## config.mk

```make
export PLATFORM = sky130hd
export DESIGN_NAME = mrre_ctrl
export DESIGN_NICKNAME = d
export VERILOG_FILES = /design/src/hw/rtl/mrre_pkg.sv /design/src/hw/rtl/mrre_ctrl.sv
export SDC_FILE = /design/constraint.sdc
export NUM_CORES = 1
export LEC_CHECK = 0
export ABC_AREA = 1
export BUFFER_PORTS_ARGS = -buffer_cell sky130_fd_sc_hd__clkbuf_2
export CAP_MARGIN = 0
export CORE_MARGIN = 3
export CORE_UTILIZATION = 30
export CTS_BUF_LIST = sky130_fd_sc_hd__clkbuf_8
export CTS_CLUSTER_DIAMETER = 50
export DETAILED_ROUTE_END_ITERATION = 8
export GPL_TIMING_DRIVEN = 0
export HOLD_SLACK_MARGIN = 0.03
export PLACE_DENSITY = 0.66
export RECOVER_POWER = 50
export SETUP_SLACK_MARGIN = 0.05
export SLEW_MARGIN = 20
export SYNTH_ARGS = -nofsm -noshare
export SYNTH_HDL_FRONTEND = slang
export SYNTH_SLANG_ARGS = --single-unit
```

## constraint.sdc

```tcl
create_clock -name clk_i -period 2.75 [get_ports clk_i]
set_input_delay 0.55 -clock clk_i [delete_from_list [all_inputs] [get_ports clk_i]]
set_output_delay 0.55 -clock clk_i [all_outputs]
set_load 0.1 [all_outputs]
```

## src/hw/rtl/mrre_pkg.sv

```systemverilog
// Package: shared types and constants of the mesh route receive engine.
package mrre_pkg;

  localparam int unsigned NodeSlotsDef = 256;
  localparam logic [7:0] Bcast = 8'hFF;
  localparam logic [7:0] CtrlClear = 8'd1;
  localparam logic [7:0] NodeAddrRst = 8'd1;
  localparam logic [7:0] MaxHopsRst = 8'd30;
  localparam logic signed [8:0] NearRssi = -9'sd80;
  localparam int unsigned FlagAckBit = 7;
  localparam int unsigned FlagArpBit = 6;
  localparam int unsigned FlagTestBit = 5;

  // Configuration register indexes
  localparam logic CfgNodeAddr = 1'b0;
  localparam logic CfgMaxHops = 1'b1;

  typedef enum logic [2:0] {
    ActDiscard = 3'd0,
    ActDeliver = 3'd1,
    ActForward = 3'd2,
    ActNoRoute = 3'd3,
    ActDup     = 3'd4,
    ActControl = 3'd5,
    ActLookup  = 3'd6
  } action_e;

  typedef enum logic [2:0] {
    AckNone    = 3'd0,
    AckOk      = 3'd1,
    AckNoRoute = 3'd2,
    AckBcast   = 3'd3,
    AckArp     = 3'd4
  } ack_e;

  typedef enum logic [3:0] {
    StClrAll, StClrRt, StIdle, StDispatch, StCtrl, StRdFrom, StEvFrom, StRdSrc, StEvSrc,
    StRdDst, StEvDst
  } state_e;

  typedef enum logic [1:0] {
    SelFrom, SelSrc, SelDst
  } rd_sel_e;

  typedef struct packed {
    logic    latch;
    logic    rd_en;
    rd_sel_e rd_sel;
    logic    eval_from;
    logic    eval_src;
    logic    do_ctrl;
    logic    do_final;
    logic    clr_rt;
    logic    clr_seen;
  } dp_cmd_t;

  typedef struct packed {
    logic lookup;
    logic test;
    logic clear;
    logic clr_last;
    logic out_free;
  } dp_stat_t;

endpackage

```

## src/hw/rtl/mrre_ctrl.sv

```systemverilog
// Controller: sequences table reads, learning writes and result load per transaction.
module mrre_ctrl (
  input  logic               clk_i,
  input  logic               rst_ni,
  input  logic               in_valid_i,
  output logic               in_ready_o,
  input  mrre_pkg::dp_stat_t stat_i,
  output mrre_pkg::dp_cmd_t  cmd_o
);

  mrre_pkg::state_e state_q, state_d;

  // Reset starts with a clearing pass over both tables
  always_ff @(posedge clk_i or negedge rst_ni) begin
    if (!rst_ni) begin
      state_q <= mrre_pkg::StClrAll;
    end else begin
      state_q <= state_d;
    end
  end

  // Next state
  always_comb begin
    state_d = state_q;
    case (state_q)
      mrre_pkg::StClrAll:   if (stat_i.clr_last) state_d = mrre_pkg::StIdle;
      mrre_pkg::StClrRt:    if (stat_i.clr_last) state_d = mrre_pkg::StIdle;
      mrre_pkg::StIdle:     if (in_valid_i) state_d = mrre_pkg::StDispatch;
      mrre_pkg::StDispatch: begin
        if (stat_i.lookup) state_d = mrre_pkg::StRdDst;
        else if (stat_i.test) state_d = mrre_pkg::StCtrl;
        else state_d = mrre_pkg::StRdFrom;
      end
      mrre_pkg::StCtrl: begin
        if (stat_i.out_free) state_d = stat_i.clear ? mrre_pkg::StClrRt : mrre_pkg::StIdle;
      end
      mrre_pkg::StRdFrom:   state_d = mrre_pkg::StEvFrom;
      mrre_pkg::StEvFrom:   state_d = mrre_pkg::StRdSrc;
      mrre_pkg::StRdSrc:    state_d = mrre_pkg::StEvSrc;
      mrre_pkg::StEvSrc:    state_d = mrre_pkg::StRdDst;
      mrre_pkg::StRdDst:    state_d = mrre_pkg::StEvDst;
      mrre_pkg::StEvDst:    if (stat_i.out_free) state_d = mrre_pkg::StIdle;
      default:              state_d = mrre_pkg::StIdle;
    endcase
  end

  // Outputs
  always_comb begin
    cmd_o      = '0;
    cmd_o.rd_sel = mrre_pkg::SelFrom;
    in_ready_o = 1'b0;
    case (state_q)
      mrre_pkg::StClrAll: begin
        cmd_o.clr_rt   = 1'b1;
        cmd_o.clr_seen = 1'b1;
      end
      mrre_pkg::StClrRt:  cmd_o.clr_rt = 1'b1;
      mrre_pkg::StIdle: begin
        in_ready_o  = 1'b1;
        cmd_o.latch = in_valid_i;
      end
      mrre_pkg::StCtrl:   cmd_o.do_ctrl = stat_i.out_free;
      mrre_pkg::StRdFrom: begin
        cmd_o.rd_en  = 1'b1;
        cmd_o.rd_sel = mrre_pkg::SelFrom;
      end
      mrre_pkg::StEvFrom: cmd_o.eval_from = 1'b1;
      mrre_pkg::StRdSrc: begin
        cmd_o.rd_en  = 1'b1;
        cmd_o.rd_sel = mrre_pkg::SelSrc;
      end
      mrre_pkg::StEvSrc:  cmd_o.eval_src = 1'b1;
      mrre_pkg::StRdDst: begin
        cmd_o.rd_en  = 1'b1;
        cmd_o.rd_sel = mrre_pkg::SelDst;
      end
      mrre_pkg::StEvDst:  cmd_o.do_final = stat_i.out_free;
      default: ;
    endcase
  end

endmodule

```

==> results.toml <==
[status]
run_status = "finished clean"

[layout]
syn_to_final_growth_pct = 34.7
largest_reg_flops = 4
multi_input_area_sq_um = 255
final.fill_count = 144
regArea_sq_um = 100
diodes = 0
largest-register = "state_q"
reg_top3 = "state_q: 4 flops"
final_core_util = 0.469
drive_above_1_share = 0.326
final_nets = 105

[synthesis]
ys_seq_area_frac = 0.240
yosysMostFrequentCell = "nand2_1"
syn_inst = 74
synth_top_area_frac = 0.240
synth_edf_count = 0
synth-seq-cells = 4
syn_avg_cell_area_sq_um = 5.65
ys_warn_count = 0
synth_cell_type_count = 16
synthTopCellsByCount = "nand2_1 (23), nor2_1 (12), inv_1 (10)"
ys.flop_type = "dfrtp_1"
syn_nets = 82
yosysTopAreaCell = "dfrtp_1"
syn_area_sq_um = 418
synth_area_leaders = "dfrtp_1 (24%), nand2_1 (21%), nor2_1 (11%)"
synth-async-reset-ratio = 1.00

[route]
route.detailed.drc = 0
first_pass_iters = 4
drtAntennaViolNets = 0
vias = 500
vias_per_cell = 4.59
wl_per_cell_um = 9.75
wl_mm = 1.06
drtIter0Drc = 10

[clock_network]
cts_max_level = 1
cts_hold_buf = 0
post_cts_resized = 0
tritoncts = "done"
post_cts_buffers = 0
clock_latency_ps = 210
clk_pin_slew_ps = 30
cts_buffers = 3
cts_buffer_depth = 2
clkSinkCount = 4
cts_root_buf = "clkbuf_8"

[setup_path]
cpMaxStageDelayCell = "clkbuf_2"
setup.worst_path.end_class = "output pin"
rr_worst_depth = 7
startpoint_type = "flop"
crit_fanout = 8
path_common_cell = "nor2_1"
critPathLaunch = "state_q[1]"
critical_path.cell_chain = "buf_4 > nor2_1 > nand2_2 > nor2_1 > clkbuf_2"
reg2reg_from = "state_q[1]"
max_stage_delay_ps = 460
worstReg2RegEnd = "state_q[0]"
cp.required_ps = 2200
endpoint = "cmd_o[3]"
r2r_slack_ps = 1440
cp.arrival_ps = 1680
critical_path_class = "reg -> out"

[place]
portBuffers = 18
place_congestion = 0.776
dp_hpwl_um = 855

[grt]
grt_antenna_before_repair = 0
grt_pass1_vias = 459
gr-total-overflow = 0
grt.busiest_layer = "met2"
grt_start_max_net_pins = 9
grt_use_total = 0.132
grt_use_met1 = 0.162
met3_usage = 0.0339
grt_pass1_wl_mm = 1.88
grt_use_met2 = 0.198

[timing]
period_needed_ps = 2230
finalHoldViolCount = 0
rsz0062_at_grt = "false"
slew_viol_final = 0
skew_ps = 1.27
max_freq_mhz = 449
relSlewSlack = 0.637
worstMarginPinSlew_ps = 546
setup_violations = 0
period_share = 0.810
setup_tns_ps = 0

[die]
die_x_um = 43.3
coreArea_sq_um = 1200
die_h_um = 43.3
dieArea_sq_um = 1880
ioPinCount = 19
rows = 12
start_util = 0.348

[job]
cap_violations = 0

[worst_hold_path]
hold_class = "in -> async"
## cell usage in the layout (no fill, tap or decap)
cell       synthesis  layout
nand2_1           23      24
clkbuf_2           0      17
nor2_1            12      14
inv_1             10      10
nand3_1            5       5
inv_2              4       4
dfrtp_1            4       4
nand2_2            4       3
clkbuf_8           0       3
nand4_1            2       2
buf_4              1       1
nor2_4             1       1
nor2_2             3       1
nor3_2             0       1
o2111ai_1          1       1
nand3b_1           1       1
a21oi_1            1       1
o211ai_1           1       1
clkbuf_1           0       1
## worst min path at each step
stage	from	slack, ps	to	depth (start not counted)
final	rst_ni	150	state_q[2]	1
after global routing	rst_ni	170	state_q[2]	1
after CTS	rst_ni	130	state_q[2]	1
after detailed placement	rst_ni	360	state_q[0]	1
after global placement	rst_ni	350	state_q[1]	1
after floorplan	rst_ni	250	state_q[0]	0
## cells by family after synthesis
| logic type | Yosys count | share of synthesized area |
|---|---|---|
| buf+inv | 15 | 0.144 |
| flops | 4 | 0.240 |
| simple gates | 52 | 0.566 |
| compound gates | 3 | 0.0509 |
## cell type report
type,instances,area share
Multi-Input combinational cell,55,0.453
Sequential cell,4,0.178
Timing Repair Buffer,18,0.158
Inverter,14,0.0933
Clock buffer,3,0.0733
Tap cell,14,0.0311
Buffer,1,0.0133
## stage by stage
stage / hold WS, ps / cell area (sq um) / setup WS (ps) / std cells
2_1_floorplan: 254 / 423 / 178 / 74
3_3_place_gp: 354 / 531 / 831 / 106
3_5_place_dp: 356 / 531 / 833 / 106
5_1_grt: 169 / 563 / 361 / 109
6_report: 149 / 563 / 524 / 109
4_1_cts: 131 / 572 / 601 / 109
## worst max-delay path: cells and delay by family (launching register included)
family	cells	cell delay, ps
buffers and inverters	2	620
flip-flops	1	340
AND/OR/NAND/NOR	3	500
## per-layer routing
metal	share of wire	wire length, um
met1	0.46	492
met2	0.48	515
met3	0.052	55
met4	0	0
met5	0	0
Power is not shown: default switching activity piles up to over one toggle a cycle in this logic, so the estimate is an artifact.
